<file path="config.mk">
export PLATFORM = sky130hd
export DESIGN_NAME = keyword_outside_literals_finder
export DESIGN_NICKNAME = d
export VERILOG_FILES = /design/src/rtl/kolf_pkg.sv /design/src/rtl/kolf_cell.sv /design/src/rtl/kolf_lexer.sv /design/src/rtl/keyword_outside_literals_finder.sv
export VERILOG_INCLUDE_DIRS = /design/src /design/src/rtl
export SDC_FILE = /design/constraint.sdc
export NUM_CORES = 1
export LEC_CHECK = 0
export ABC_CLOCK_PERIOD_IN_PS = 15900
export BUFFER_PORTS_ARGS = -buffer_cell sky130_fd_sc_hd__buf_2
export CORE_ASPECT_RATIO = 1.25
export CORE_MARGIN = 1
export CORE_UTILIZATION = 41
export CTS_CLUSTER_DIAMETER = 150
export DETAILED_ROUTE_END_ITERATION = 12
export SYNTH_ARGS = -nofsm -noshare
export SYNTH_HDL_FRONTEND = slang
export SYNTH_SLANG_ARGS = --single-unit
</file>
<file path="constraint.sdc">
create_clock -name clk -period 15.9 [get_ports clk]
set_input_delay 1.59 -clock clk [delete_from_list [all_inputs] [get_ports clk]]
set_output_delay 1.59 -clock clk [all_outputs]
set_load 0.005 [all_outputs]
</file>
<file path="src/rtl/keyword_outside_literals_finder_defines.svh">
`ifndef KEYWORD_OUTSIDE_LITERALS_FINDER_DEFINES_SVH
`define KEYWORD_OUTSIDE_LITERALS_FINDER_DEFINES_SVH

// Same-cycle implication, checked on every rising edge outside reset.
`define KOLF_ASSERT_NOW(label, ante, cons, msg) \
	label: assert property (@(posedge clk) disable iff (!arst_n) (ante) |-> (cons)) \
		else $error(msg);

// Next-cycle implication, checked on every rising edge outside reset.
`define KOLF_ASSERT_NEXT(label, ante, cons, msg) \
	label: assert property (@(posedge clk) disable iff (!arst_n) (ante) |=> (cons)) \
		else $error(msg);

`endif

</file>
<file path="src/rtl/kolf_pkg.sv">
`timescale 1ns / 1ps

package kolf_pkg;

	// Sizes of the keyword, the byte window and the counters.
	localparam int KW_MAX     = 8;
	localparam int WIN_DEPTH  = KW_MAX + 2;
	localparam int WIN_IDX_W  = $clog2(WIN_DEPTH);
	localparam int LEN_W      = $clog2(KW_MAX + 1);
	localparam int POS_BITS   = 16;
	localparam int DEPTH_BITS = 16;

	// Configuration port.
	localparam int CFG_W     = 64;
	localparam int CFG_IDX_W = 2;
	localparam logic [CFG_IDX_W-1:0] CFG_KEYWORD_CHARS  = 2'd0;
	localparam logic [CFG_IDX_W-1:0] CFG_KEYWORD_LENGTH = 2'd1;
	localparam logic [CFG_IDX_W-1:0] CFG_TOP_LEVEL_ONLY = 2'd2;
	localparam logic [CFG_IDX_W-1:0] CFG_START_OFFSET   = 2'd3;

	// Eligibility marks that the lexer raises for the two newest window slots.
	typedef struct packed {
		logic mark0;
		logic mark1;
	} marks_t;

	// Comparison results of one cell on the byte entering it.
	typedef struct packed {
		logic eq_a;
		logic eq_b;
		logic ident;
	} cmp_t;

endpackage

</file>
<file path="src/rtl/kolf_cell.sv">
`timescale 1ns / 1ps

module kolf_cell (
	input  logic            clk,
	input  logic            arst_n,
	input  logic            shift,
	input  logic            clear,
	input  logic [7:0]      d_byte,
	input  logic            d_elig,
	input  logic [7:0]      kw_a,
	input  logic [7:0]      kw_b,
	output logic [7:0]      q_byte,
	output logic            q_elig,
	output kolf_pkg::cmp_t  cmp
);
	import kolf_pkg::*;

	logic [7:0] byte_q;
	logic       elig_q;
	logic [7:0] up_d;

	function automatic logic [7:0] to_upper(input logic [7:0] c);
		logic [7:0] r;
		r = c;
		if (c >= 8'h61 && c <= 8'h7A) begin
			r = c - 8'd32;
		end
		return r;
	endfunction

	function automatic logic is_ident(input logic [7:0] c);
		return (c >= 8'h30 && c <= 8'h39) || (c >= 8'h41 && c <= 8'h5A) ||
			(c >= 8'h61 && c <= 8'h7A) || (c == 8'h5F);
	endfunction

	// Compare the incoming byte against both keyword alignments.
	always_comb begin
		up_d      = to_upper(d_byte);
		cmp.eq_a  = (up_d == to_upper(kw_a));
		cmp.eq_b  = (up_d == to_upper(kw_b));
		cmp.ident = is_ident(d_byte);
	end

	// Window slot: loads its input on every accepted byte but the final one, which clears it.
	always_ff @(posedge clk or negedge arst_n) begin
		if (!arst_n) begin
			byte_q <= '0;
			elig_q <= 1'b0;
		end else if (clear) begin
			byte_q <= '0;
			elig_q <= 1'b0;
		end else if (shift) begin
			byte_q <= d_byte;
			elig_q <= d_elig;
		end
	end

	assign q_byte = byte_q;
	assign q_elig = elig_q;

endmodule

</file>
<file path="src/rtl/kolf_lexer.sv">
`timescale 1ns / 1ps

module kolf_lexer (
	input  logic                      clk,
	input  logic                      arst_n,
	input  logic                      step,
	input  logic                      active,
	input  logic                      ok,
	input  logic                      last,
	input  logic                      top_only,
	input  logic [7:0]                ch,
	output kolf_pkg::marks_t          marks
);
	import kolf_pkg::*;

	localparam logic [3:0] M_CODE       = 4'd0;
	localparam logic [3:0] M_SQ         = 4'd1;
	localparam logic [3:0] M_SQ_Q       = 4'd2;
	localparam logic [3:0] M_DQ         = 4'd3;
	localparam logic [3:0] M_DQ_Q       = 4'd4;
	localparam logic [3:0] M_BRACKET    = 4'd5;
	localparam logic [3:0] M_SLASH      = 4'd6;
	localparam logic [3:0] M_DASH       = 4'd7;
	localparam logic [3:0] M_LINE       = 4'd8;
	localparam logic [3:0] M_BLOCK      = 4'd9;
	localparam logic [3:0] M_BLOCK_STAR = 4'd10;

	localparam logic [7:0] CH_SQUOTE = 8'h27;
	localparam logic [7:0] CH_DQUOTE = 8'h22;
	localparam logic [7:0] CH_LBRACK = 8'h5B;
	localparam logic [7:0] CH_RBRACK = 8'h5D;
	localparam logic [7:0] CH_LPAREN = 8'h28;
	localparam logic [7:0] CH_RPAREN = 8'h29;
	localparam logic [7:0] CH_SLASH  = 8'h2F;
	localparam logic [7:0] CH_DASH   = 8'h2D;
	localparam logic [7:0] CH_STAR   = 8'h2A;
	localparam logic [7:0] CH_NL     = 8'h0A;

	localparam logic [DEPTH_BITS-1:0] DEPTH_MAX = '1;

	logic [3:0]            mode_q, mode_n;
	logic [DEPTH_BITS-1:0] depth_q, depth_n;
	logic                  pend_q, pend_n;
	logic                  do_code;
	logic                  depth_ok;

	assign depth_ok = !top_only || (depth_q == '0);

	// Next lexer state and eligibility marks for the byte on the input.
	always_comb begin
		mode_n      = mode_q;
		depth_n     = depth_q;
		pend_n      = pend_q;
		do_code     = 1'b0;
		marks.mark0 = 1'b0;
		marks.mark1 = 1'b0;
		if (active) begin
			unique case (mode_q)
				M_SQ: begin
					if (ch == CH_SQUOTE) mode_n = M_SQ_Q;
				end
				M_SQ_Q: begin
					if (ch == CH_SQUOTE) mode_n = M_SQ;
					else do_code = 1'b1;
				end
				M_DQ: begin
					if (ch == CH_DQUOTE) mode_n = M_DQ_Q;
				end
				M_DQ_Q: begin
					if (ch == CH_DQUOTE) mode_n = M_DQ;
					else do_code = 1'b1;
				end
				M_BRACKET: begin
					if (ch == CH_RBRACK) mode_n = M_CODE;
				end
				M_SLASH: begin
					if (ch == CH_SLASH) mode_n = M_LINE;
					else if (ch == CH_STAR) mode_n = M_BLOCK;
					else begin
						marks.mark1 = pend_q && depth_ok;
						do_code     = 1'b1;
					end
				end
				M_DASH: begin
					if (ch == CH_DASH) mode_n = M_LINE;
					else begin
						marks.mark1 = pend_q && depth_ok;
						do_code     = 1'b1;
					end
				end
				M_LINE: begin
					if (ch == CH_NL) mode_n = M_CODE;
				end
				M_BLOCK: begin
					if (ch == CH_STAR) mode_n = M_BLOCK_STAR;
				end
				M_BLOCK_STAR: begin
					if (ch == CH_SLASH) mode_n = M_CODE;
					else if (ch != CH_STAR) mode_n = M_BLOCK;
				end
				default: begin
					do_code = 1'b1;
				end
			endcase
		end

		// A byte seen in plain code.
		if (do_code) begin
			mode_n = M_CODE;
			if (ch == CH_SQUOTE) mode_n = M_SQ;
			else if (ch == CH_DQUOTE) mode_n = M_DQ;
			else if (ch == CH_LBRACK) mode_n = M_BRACKET;
			else if (ch == CH_SLASH) begin
				mode_n = M_SLASH;
				pend_n = ok;
			end else if (ch == CH_DASH) begin
				mode_n = M_DASH;
				pend_n = ok;
			end else if (ch == CH_LPAREN) begin
				if (depth_q != DEPTH_MAX) depth_n = depth_q + 1'b1;
			end else if (ch == CH_RPAREN && depth_q != '0) begin
				depth_n = depth_q - 1'b1;
			end else begin
				marks.mark0 = ok && depth_ok;
			end
		end

		// A slash or dash on the final byte is an ordinary code byte.
		if (last && (mode_n == M_SLASH || mode_n == M_DASH)) begin
			marks.mark0 = marks.mark0 ||
				(pend_n && (!top_only || depth_n == '0));
		end
	end

	// Lexer state; returns to plain code after the final byte.
	always_ff @(posedge clk or negedge arst_n) begin
		if (!arst_n) begin
			mode_q  <= M_CODE;
			depth_q <= '0;
			pend_q  <= 1'b0;
		end else if (step) begin
			if (last) begin
				mode_q  <= M_CODE;
				depth_q <= '0;
				pend_q  <= 1'b0;
			end else begin
				mode_q  <= mode_n;
				depth_q <= depth_n;
				pend_q  <= pend_n;
			end
		end
	end

endmodule

</file>
<file path="src/rtl/keyword_outside_literals_finder.sv">
`timescale 1ns / 1ps
`include "keyword_outside_literals_finder_defines.svh"

// Channel   Handshake              Payload
// input     in_valid / in_ready    char_byte, last_byte
// result    out_valid / out_ready  found, match_position
// config    cfg_we                 cfg_index, cfg_data
//
// One byte is taken per cycle unless the input is stalled; the lexer step and the
// keyword compare in the row of window cells both complete in the cycle the byte is accepted.
// The result appears in the output register in the cycle after the final byte is accepted.
// Reset clears the lexer, the window and the counters; configuration registers
// return to keyword length eight, all other fields zero.
// Input is stalled only while a result waits in the output register and the
// result side is not ready.

module keyword_outside_literals_finder (
	input  logic                                   clk,
	input  logic                                   arst_n,
	input  logic [7:0]                             char_byte,
	input  logic                                   last_byte,
	input  logic                                   in_valid,
	output logic                                   in_ready,
	output logic                                   found,
	output logic [kolf_pkg::POS_BITS-1:0]          match_position,
	output logic                                   out_valid,
	input  logic                                   out_ready,
	input  logic                                   cfg_we,
	input  logic [kolf_pkg::CFG_IDX_W-1:0]         cfg_index,
	input  logic [kolf_pkg::CFG_W-1:0]             cfg_data
);
	import kolf_pkg::*;

	localparam logic [POS_BITS-1:0] POS_MAX = '1;

	// Configuration registers.
	logic [8*KW_MAX-1:0] kw_q;
	logic [3:0]          len_q;
	logic                top_q;
	logic [15:0]         start_q;

	// Statement state.
	logic [POS_BITS-1:0] byte_idx_q;
	logic                seen_q;
	logic [POS_BITS-1:0] first_q;

	// Output register.
	logic                out_valid_q;
	logic                found_q;
	logic [POS_BITS-1:0] pos_q;

	logic                accept;
	logic                active;
	logic                ok;
	marks_t              marks;
	logic [LEN_W-1:0]    len_eff;
	logic [WIN_IDX_W-1:0] li, li_p1, li_m1;

	logic [7:0]           al [WIN_DEPTH+1];
	logic [7:0]           d_byte [WIN_DEPTH];
	logic [7:0]           win_byte [WIN_DEPTH];
	logic [WIN_DEPTH-1:0] d_elig;
	logic [WIN_DEPTH-1:0] win_elig;
	cmp_t                 cmp [WIN_DEPTH];
	logic [WIN_DEPTH-1:0] eq_a_v, eq_b_v, ident_v;

	logic                 ok_a, ok_b, hit_a, hit_b, seen_n;
	logic [POS_BITS-1:0]  first_n;

	assign accept   = in_valid && in_ready;
	assign in_ready = !out_valid_q || out_ready;

	// Configuration writes.
	always_ff @(posedge clk or negedge arst_n) begin
		if (!arst_n) begin
			kw_q    <= '0;
			len_q   <= 4'd8;
			top_q   <= 1'b0;
			start_q <= '0;
		end else if (cfg_we) begin
			unique case (cfg_index)
				CFG_KEYWORD_CHARS:  kw_q    <= cfg_data[8*KW_MAX-1:0];
				CFG_KEYWORD_LENGTH: len_q   <= cfg_data[3:0];
				CFG_TOP_LEVEL_ONLY: top_q   <= cfg_data[0];
				CFG_START_OFFSET:   start_q <= cfg_data[15:0];
				default: ;
			endcase
		end
	end

	// Keyword length in use, and window indexes derived from it.
	always_comb begin
		if (len_q == 4'd0) len_eff = LEN_W'(1);
		else if (int'(len_q) > KW_MAX) len_eff = LEN_W'(KW_MAX);
		else len_eff = LEN_W'(len_q);
		li    = WIN_IDX_W'(len_eff);
		li_p1 = WIN_IDX_W'(int'(len_eff) + 1);
		li_m1 = WIN_IDX_W'(int'(len_eff) - 1);
	end

	// Keyword bytes aligned to window slots: slot j holds keyword byte len-j.
	always_comb begin
		for (int j = 0; j <= WIN_DEPTH; j++) begin
			al[j] = '0;
			if (j >= 1 && j <= int'(len_eff)) begin
				al[j] = kw_q[8*(int'(len_eff) - j) +: 8];
			end
		end
	end

	assign active = 32'(byte_idx_q) >= 32'(start_q);
	assign ok     = (({1'b0, byte_idx_q}) + (POS_BITS+1)'(KW_MAX)) <
		{1'b0, POS_MAX};

	kolf_lexer u_lexer (
		.clk            (clk),
		.arst_n         (arst_n),
		.step           (accept),
		.active         (active),
		.ok             (ok),
		.last           (last_byte),
		.top_only       (top_q),
		.ch             (char_byte),
		.marks          (marks)
	);

	// Data entering each window cell.
	always_comb begin
		d_byte[0] = char_byte;
		d_elig[0] = marks.mark0;
		for (int j = 1; j < WIN_DEPTH; j++) begin
			d_byte[j] = win_byte[j-1];
			d_elig[j] = win_elig[j-1];
		end
		d_elig[1] = win_elig[0] || marks.mark1;
	end

	// Row of window cells.
	for (genvar g = 0; g < WIN_DEPTH; g++) begin : g_cell
		kolf_cell u_cell (
			.clk    (clk),
			.arst_n (arst_n),
			.shift  (accept),
			.clear  (accept && last_byte),
			.d_byte (d_byte[g]),
			.d_elig (d_elig[g]),
			.kw_a   (al[g]),
			.kw_b   (al[g+1]),
			.q_byte (win_byte[g]),
			.q_elig (win_elig[g]),
			.cmp    (cmp[g])
		);
		assign eq_a_v[g]  = cmp[g].eq_a;
		assign eq_b_v[g]  = cmp[g].eq_b;
		assign ident_v[g] = cmp[g].ident;
	end

	// Keyword match: ending one byte back with a boundary after, or ending on
	// the final byte of the statement.
	always_comb begin
		ok_a = 1'b1;
		ok_b = 1'b1;
		for (int j = 0; j < WIN_DEPTH; j++) begin
			if (j >= 1 && j <= int'(len_eff)) ok_a = ok_a && eq_a_v[j];
			if (j <= int'(len_eff) - 1) ok_b = ok_b && eq_b_v[j];
		end
		hit_a = !seen_q && d_elig[li] && ok_a && !ident_v[li_p1] && !ident_v[0];
		hit_b = last_byte && !seen_q && !hit_a && d_elig[li_m1] && ok_b &&
			!ident_v[li];
		seen_n  = seen_q || hit_a || hit_b;
		first_n = first_q;
		if (hit_a) first_n = byte_idx_q - POS_BITS'(len_eff);
		else if (hit_b) first_n = byte_idx_q - POS_BITS'(int'(len_eff) - 1);
	end

	// Statement state; cleared after the final byte.
	always_ff @(posedge clk or negedge arst_n) begin
		if (!arst_n) begin
			byte_idx_q <= '0;
			seen_q     <= 1'b0;
			first_q    <= '0;
		end else if (accept) begin
			if (last_byte) begin
				byte_idx_q <= '0;
				seen_q     <= 1'b0;
				first_q    <= '0;
			end else begin
				seen_q  <= seen_n;
				first_q <= first_n;
				if (byte_idx_q != POS_MAX) byte_idx_q <= byte_idx_q + 1'b1;
			end
		end
	end

	// Output register, loaded on the final byte of a statement.
	always_ff @(posedge clk or negedge arst_n) begin
		if (!arst_n) begin
			out_valid_q <= 1'b0;
		end else if (accept && last_byte) begin
			out_valid_q <= 1'b1;
		end else if (out_ready) begin
			out_valid_q <= 1'b0;
		end
	end

	always_ff @(posedge clk) begin
		if (accept && last_byte) begin
			found_q <= seen_n;
			pos_q   <= seen_n ? first_n : '0;
		end
	end

	assign out_valid      = out_valid_q;
	assign found          = found_q;
	assign match_position = pos_q;

	// Checks on the block's own logic.
	`KOLF_ASSERT_NOW(a_pos_zero_when_absent, out_valid && !found, match_position == '0, "position set without a match")
	`KOLF_ASSERT_NEXT(a_result_after_last, accept && last_byte, out_valid, "no result after the final byte")
	`KOLF_ASSERT_NEXT(a_index_restart, accept && last_byte, byte_idx_q == '0 && !seen_q, "statement state not cleared")
	`KOLF_ASSERT_NOW(a_first_clear, !seen_q, first_q == '0, "match index set without a match")

endmodule

</file>
**After elaboration in Yosys (flattened, before gate mapping)**

Index checks and enable logic that the tools add are counted.

- Bitwise operators: 0
- Reductions and logical operators: 132
- $add $sub $neg: 37
- Magnitude comparators: 106
- Mux-type cells: 162
- $mul: 0
- Divide/modulo/power cells: 0
- Shift operators: 10
- Equality and inequality tests: 57

Operators with widths:

| operator | number |
|---|---|
| 64-bit by 8-bit variable part select with 8-bit output | 9 |
| 8-bit 2-to-1 mux | 48 |
| 8-bit by 7-bit >= comparator with 1-bit output (second input constant) | 30 |
| 8-bit by 7-bit less-or-equal comparator with 1-bit output (second input constant) | 30 |
| 16-bit 2-to-1 mux | 15 |
| 8-bit by 6-bit subtractor with 8-bit output (second input constant) | 20 |
| 8-bit equality test | 19 |
| 4-bit by 32-bit less-or-equal comparator with 1-bit output (first input constant) | 4 |
| 8-bit by 7-bit equality test with 1-bit output (second input constant) | 12 |
| 4-bit 2-to-1 mux | 21 |
| 8-bit by 6-bit >= comparator with 1-bit output (second input constant) | 10 |
| 8-bit by 6-bit less-or-equal comparator with 1-bit output (second input constant) | 10 |
| 1-bit logical AND | 73 |
| 1-bit 2-to-1 mux | 70 |
| 3-bit by 32-bit less-or-equal comparator with 1-bit output (first input constant) | 2 |
| 5-bit by 32-bit less-or-equal comparator with 1-bit output (first input constant) | 2 |
| 64-bit by 32-bit variable part select with 8-bit output | 1 |
| 8-bit by 6-bit equality test with 1-bit output (second input constant) | 7 |
| 4-bit case mux with 10 select lines | 1 |
| 1-bit logical OR | 38 |
| 16-bit by 1-bit adder with 16-bit output (second input constant) | 2 |
| 1-bit by 32-bit less-or-equal comparator with 1-bit output (first input constant) | 1 |
| 2-bit by 32-bit less-or-equal comparator with 1-bit output (first input constant) | 1 |
| 16-bit logical NOT | 2 |
| other kinds (37) | 76 |

- Bits in read-only memories: 0
- Memories kept: 0
- Latch bits: 0
- Bits in writable memories: 0
- Output and inout port bits: 19
- Flip-flop bits (word level): 238

**Longest topological paths before layout**

- Depth in word-level cells: 38
- Mapped depth: 30

**Cells and area by module**

From an unflattened synthesis, not the netlist that was laid out.

- Cell total of the unflattened synthesis: 2480
- Area, all modules: 22365.2 µm²

By module, submodules not included:

| module | cells each | instances | area each (µm²) |
|---|---|---|---|
| keyword_outside_literals_finder | 1040 | 1 | 10278.6 |
| kolf_cell | 108 | 10 | 939.7 |
| kolf_lexer | 360 | 1 | 2690.1 |

**Least setup slack after synthesis**

No wires, ideal clock.

- Path type: register to register
- From: reg len_q[0]
- To: reg pos_q[1] (netlist: match_position[1]) (data pin)
- Setup time: 262 ps
- Setup slack: 9651 ps
- Data arrival time: 5987 ps
- Stages on the path, launching flop included: 27
- Cell sequence: dfrtp_1 buf_4 o21ba_1 buf_6 nor2_8 inv_2 buf_6 clkbuf_1 ha_1 inv_1 ha_1 clkbuf_1 buf_1 mux4_2 nor2_1 inv_1 ha_1 nand2_1 a22oi_1 nand4_1 a2111oi_2 a211oi_1 nor4b_2 nand3_2 nor3_4 mux2i_1 a21oi_1

- Longest elaborated chain between the ends: 37
- Elaborated cells on any way between the ends: 185

RTL lines:

| what | RTL line | source |
|---|---|---|
| from (decl) | keyword_outside_literals_finder.sv:38 | `logic [3:0] len_q;` |
| from (signal assigned) | keyword_outside_literals_finder.sv:83 | `CFG_KEYWORD_LENGTH: len_q <= cfg_data[3:0];` |
| 4-bit > comparator | keyword_outside_literals_finder.sv:94 | `else if (int'(len_q) > KW_MAX) len_eff = LEN_W'(KW_MAX);` |
| 4-bit 2-to-1 mux | keyword_outside_literals_finder.sv:94 |  |
| 4-bit 2-to-1 mux (*) | keyword_outside_literals_finder.sv:93 | `if (len_q == 4'd0) len_eff = LEN_W'(1);` |
| 4-bit by 1-bit subtractor with 5-bit output | keyword_outside_literals_finder.sv:106, keyword_outside_literals_finder.sv:165, keyword_outside_literals_finder.sv:173 |  |
| 64-bit by 32-bit variable part select with 8-bit output | keyword_outside_literals_finder.sv:106 | `al[j] = kw_q[8*(int'(len_eff) - j) +: 8];` |
| 8-bit 2-to-1 mux | keyword_outside_literals_finder.sv:105 | `if (j >= 1 && j <= int'(len_eff)) begin` |
| 8-bit by 7-bit >= comparator with 1-bit output or 8-bit by 7-bit less-or-equal comparator with 1-bit output (tied branches) | kolf_cell.sv:25 | `if (c >= 8'h61 && c <= 8'h7A) begin` |
| 1-bit logical AND | kolf_cell.sv:25 |  |
| [16 not listed] | -- |  |
| 1-bit 2-to-1 mux | keyword_outside_literals_finder.sv:164 | `if (j >= 1 && j <= int'(len_eff)) ok_a = ok_a && eq_a_v[j];` |
| 1-bit logical AND | keyword_outside_literals_finder.sv:164 |  |
| 1-bit 2-to-1 mux | keyword_outside_literals_finder.sv:164 |  |
| 1-bit logical AND (3 in a row) | keyword_outside_literals_finder.sv:167 | `hit_a = !seen_q && d_elig[li] && ok_a && !ident_v[li_p1] && !ident_v[0];` |
| 1-bit logical NOT | keyword_outside_literals_finder.sv:168 | `hit_b = last_byte && !seen_q && !hit_a && d_elig[li_m1] && ok_b &&` |
| 1-bit logical AND (4 in a row) | keyword_outside_literals_finder.sv:168 |  |
| 16-bit 2-to-1 mux | keyword_outside_literals_finder.sv:173 | `else if (hit_b) first_n = byte_idx_q - POS_BITS'(int'(len_eff) - 1);` |
| 16-bit 2-to-1 mux | keyword_outside_literals_finder.sv:172 | `if (hit_a) first_n = byte_idx_q - POS_BITS'(len_eff);` |
| to (signal assigned) | keyword_outside_literals_finder.sv:209 | `pos_q <= seen_n ? first_n : '0;` |
| to (decl) | keyword_outside_literals_finder.sv:50 | `logic [POS_BITS-1:0] pos_q;` |

Mark *: on every way between the ends. The rest lies on a longest branch, timed or not. The select of a mux whose other input is x is not followed.
A chain may end at the register's enable or synchronous reset.

**Worst setup path in the final report**

- From: reg len_q[3]
- To: reg pos_q[1] (netlist: match_position[1]) (data pin)

The elaborated chain is that of the path after synthesis.

==> results.txt <==
- Int Power: 1.64 mW
- The tree built by TritonCTS fans out to 238 sinks.
- CTS built an H-tree with a depth of 1.
- Setup violations remaining at the end of the flow were counted as 0.
- Static leakage power: 9.47 nW
- Number of cells on the worst reg-to-reg path: 21
- Post-Syn Nets: 2843
* Antenna diode count: 0
* Type of element launching the critical path: flop
* Switch Pwr: 1.42 mW
- Full die area: 55100 sq um
- The floorplan step set the die width to 210 um.
- Top cells by area in the synthesized netlist: sky130_fd_sc_hd__dfrtp_1, sky130_fd_sc_hd__nand2_1, sky130_fd_sc_hd__ha_1, sky130_fd_sc_hd__mux2_2, sky130_fd_sc_hd__mux4_2
- Summed over its instances, the top area cell type makes up 24.8% of the synthesized netlist area.
* Worst VDD drop: 0.104 mV
* Buffers on Ports: 98
- For this run, the leading register cell type out of synthesis is sky130_fd_sc_hd__dfrtp_1.
- CP Class: reg2reg
- In this run the remaining antenna-violating nets after routing total 0.
* Total power draw: 3.07 mW
- Of all flip-flops after synthesis, the portion carrying an async set or reset was 92.9%.
- TritonCTS built the clock tree.
- For the worst setup path, the data arrival time is 7.90 ns.
- Worst slew margin relative to its limit: 20.6%
* Dominant cell type by area after synthesis: sky130_fd_sc_hd__dfrtp_1
* Time the worst path needs with I/O delays and setup: 7.56 ns
- The final hold violation count was 0.
* Post-synth EDFFs: 17
- Filler cell count: 5328
- Warnings, synthesis: 0
- Final max-slew violation count: 0
- Post-CTS Setup Repair Bufs: 0
- Max-capacitance violation count: 0
- Combinational cells account for 53.3% of the total power.
- DRC violations left: 0
* Post-Synthesis Mean Instance Area: 8.33 sq um
- Most numerous cell in the Yosys netlist: sky130_fd_sc_hd__nand2_1
- The number of global-route vias before repair came to 21082.
- The synthesized design contains 238 register bits.
* Post-layout nets: 2806
- Area added between synthesis and finish: 7.62%
- In this run, post-CTS repair resized a total of 0 instances.
- For this block, the initial DRC count from the detailed router was 2080.
* Max Clk Rate: 132 MHz
- Via density per instance: 6.38
* Core region area: 53600 sq um
- Fraction of final layout cells sized beyond drive strength 1: 13.9%
- Number of instances in the synthesized netlist: 2667
* All-layer global routing usage: 30.3%
* Vert. Die Dim: 262 um
* Ranking of synthesized cells by instance count: sky130_fd_sc_hd__nand2_1, sky130_fd_sc_hd__dfrtp_1, sky130_fd_sc_hd__o21ai_0
- The cell sitting at the root of the clock tree is a sky130_fd_sc_hd__clkbuf_16.
* Number of library cell types mapped by synthesis: 110
- In the final timing run, aggregate negative setup slack is 0 ns.
- For the worst setup path, the data required time is 16.24 ns.
- Pwr dens: 128 nW/um^2
- Dividing the final minimum period by the clock period gives 47.6%.
- The clock passes through at most 3 buffers.
* Hold Path Cell Cnt: 2
- Entering global routing, the biggest net connects 112 pins.
- For this block, the via count after detailed routing is 21551.
* Netlist area before placement: 22200 sq um
- In this run, post-CTS hold repair placed 0 buffers.
- The tightest min-delay check is of the reg2reg type.
- Measured slew at the worst slew-check pin: 1.18 ns
- Of the total power, the share spent switching nets is 46.4%.
- Routability-driven placement finished with a final weighted congestion of 1.01.
* Total grt overflow: 0
* Num rows: 95
- Registers are responsible for 25.3% of the overall power.
* Initial antenna violation count: 0
- The clock network accounts for 21.4% of the total power.
- In this run the worst path has a maximum fanout of 56.
- Total CTS buffers: 29
- Drt pass-1 iters: 6
* Wire length of the first global-routing pass: 129000 um
- Maximum clock skew at final layout: 0.0142 ns
- For the worst-skew pair, the clock arrives at the later sink with an insertion delay of 0.61 ns.
- Result of the run: finished, final reports clean
* Nature of the critical path endpoint: flop
* Routed WL: 84400 um
* IO Pins: 99
- Initial core utilization: 41.4%
* Setup repair after global routing missed its margin: no
* Sequential fraction of the synthesis area: 27.2%
- Dividing the detail-routed wire length by the instance count gives 25.0 um.
- Clock-pin slew was measured on the worst setup and hold paths at 0.07 ns.
- Once detailed placement completed, the half-perimeter wirelength came to 63200 um.
registers in the layout, indices dropped and copies added, names as in the netlist:
name,count
first_q,16
kw_q,64
match_position,16
u_lexer.pend_q,1
byte_idx_q,16
g_cell.u_cell.q_byte,72
top_q,1
out_valid,1
found,1
u_lexer.depth_q,16
g_cell.u_cell.q_elig,9
seen_q,1
u_lexer.mode_q,4
start_q,16
len_q,4
worst paths after layout:
check / from / endpoint / slack (ns)
max: len_q[3]$_DFFE_PN1P_ / match_position[1]$_SDFFCE_PN0P_ / 8.34
min: first_q[8]$_DFFE_PN0P_ / first_q[8]$_DFFE_PN0P_ / 0.48
max reg2reg: len_q[3]$_DFFE_PN1P_ / match_position[1]$_SDFFCE_PN0P_ / 8.34
min reg2reg: first_q[8]$_DFFE_PN0P_ / first_q[8]$_DFFE_PN0P_ / 0.48
max in group asynchronous: arst_n / kw_q[48]$_DFFE_PN0P_ / 13.47
min in group asynchronous: arst_n / out_valid$_DFFE_PN0P_ / 0.95
power by group through the flow:
stage	Combinational, mW	Clock, mW	Sequential, mW
final	1.63	0.656	0.776
after global routing	1.75	0.695	0.781
after CTS	1.60	0.672	0.772
after detailed placement	1.59	0	0.783
after global placement	1.58	0	0.781
after floorplan	1.18	0	0.715
stage by stage:
| stage | setup slack [ns] | hold WS [ns] | std cells | cell area (sq um) | utilization (%) |
|---|---|---|---|---|---|
| floorplan | 9.65 | 0.448 | 2667 | 22200 | - |
| global placement | 8.62 | 0.461 | 3326 | 23000 | 42.9 |
| detailed placement | 8.55 | 0.470 | 3326 | 23000 | 42.9 |
| CTS | 8.53 | 0.484 | 3376 | 23900 | 44.6 |
| global route | 8.00 | 0.505 | 3376 | 23900 | 44.6 |
| finish | 8.34 | 0.484 | 3376 | 23900 | 44.6 |
metal layers:
metal  track usage (%)  vias up  part of all wire, %  wire (um)
li1                  -     9821                    -          -
met1              36.3    10522                   39      32700
met2              50.7      955                   48      40600
met3              4.03      253                  6.2       5260
met4              19.6        0                  7.0       5930
met5                 0        -                    0          0
critical path: stages, from the launching register on:
cell,delay (ns)
sky130_fd_sc_hd__dfstp_2,0.52
sky130_fd_sc_hd__buf_4,0.52
sky130_fd_sc_hd__nor2b_1,0.15
sky130_fd_sc_hd__inv_2,0.62
sky130_fd_sc_hd__ha_1,0.31
sky130_fd_sc_hd__inv_1,0.08
sky130_fd_sc_hd__ha_1,0.27
sky130_fd_sc_hd__buf_4,0.28
sky130_fd_sc_hd__mux4_2,0.61
sky130_fd_sc_hd__nor2_1,0.34
sky130_fd_sc_hd__inv_1,0.16
sky130_fd_sc_hd__ha_1,0.34
sky130_fd_sc_hd__nand2_1,0.08
sky130_fd_sc_hd__a22oi_1,0.19
sky130_fd_sc_hd__nand4_1,0.13
sky130_fd_sc_hd__a2111oi_2,0.63
sky130_fd_sc_hd__a211oi_1,0.18
sky130_fd_sc_hd__nor4b_2,0.59
sky130_fd_sc_hd__nand3_2,0.24
sky130_fd_sc_hd__nor3_4,0.57
sky130_fd_sc_hd__mux2i_1,0.34
sky130_fd_sc_hd__a21oi_1,0.11
cell families after synthesis:
logic type,Yosys count,share of synthesized area [%]
fa+ha+maj,96,5.47
mux,223,13.2
flops,238,27.2
buf+inv,314,5.87
simple gates,955,21.8
xor+xnor,118,4.65
compound gates,723,21.8
final cells by class:
class	count	area, sq um	share of cell area, %
multi-input combinational	2115	14900	62.3
sequential	238	6040	25.3
tap	727	910	3.80
clock buffer	38	800	3.34
timing repair buffer	126	711	2.97
inverter	120	450	1.88
clock inverter	12	113	0.471
cell usage in the layout, fill, tap and decap left out, types with 16 or more instances in the layout:
| cell | instances |
|---|---|
| sky130_fd_sc_hd__nand2b_1 | 28 |
| sky130_fd_sc_hd__a211oi_1 | 23 |
| sky130_fd_sc_hd__o31ai_1 | 48 |
| sky130_fd_sc_hd__dfrtp_1 | 220 |
| sky130_fd_sc_hd__nor4_1 | 33 |
| sky130_fd_sc_hd__mux2i_1 | 74 |
| sky130_fd_sc_hd__or4_1 | 19 |
| sky130_fd_sc_hd__o22ai_1 | 19 |
| sky130_fd_sc_hd__edfxtp_1 | 17 |
| sky130_fd_sc_hd__and2_1 | 16 |
| sky130_fd_sc_hd__and3_1 | 17 |
| sky130_fd_sc_hd__a21oi_1 | 128 |
| sky130_fd_sc_hd__mux2_2 | 104 |
| sky130_fd_sc_hd__o211ai_1 | 19 |
| sky130_fd_sc_hd__nand2_1 | 323 |
| sky130_fd_sc_hd__o21ai_0 | 198 |
| sky130_fd_sc_hd__clkbuf_16 | 29 |
| sky130_fd_sc_hd__mux4_2 | 45 |
| sky130_fd_sc_hd__a31oi_1 | 48 |
| sky130_fd_sc_hd__nor2_1 | 173 |
| sky130_fd_sc_hd__buf_4 | 28 |
| sky130_fd_sc_hd__nor3b_1 | 21 |
| sky130_fd_sc_hd__nand4_1 | 33 |
| sky130_fd_sc_hd__o32ai_1 | 19 |
| sky130_fd_sc_hd__nor2b_1 | 33 |
| sky130_fd_sc_hd__xor2_1 | 58 |
| sky130_fd_sc_hd__or3_1 | 16 |
| sky130_fd_sc_hd__inv_1 | 111 |
| sky130_fd_sc_hd__ha_1 | 94 |
| sky130_fd_sc_hd__a21o_1 | 20 |
| sky130_fd_sc_hd__nand3_1 | 89 |
| sky130_fd_sc_hd__buf_2 | 97 |
| sky130_fd_sc_hd__nor3_1 | 65 |
| sky130_fd_sc_hd__xnor2_1 | 60 |
(Power assumes the default switching activity.)
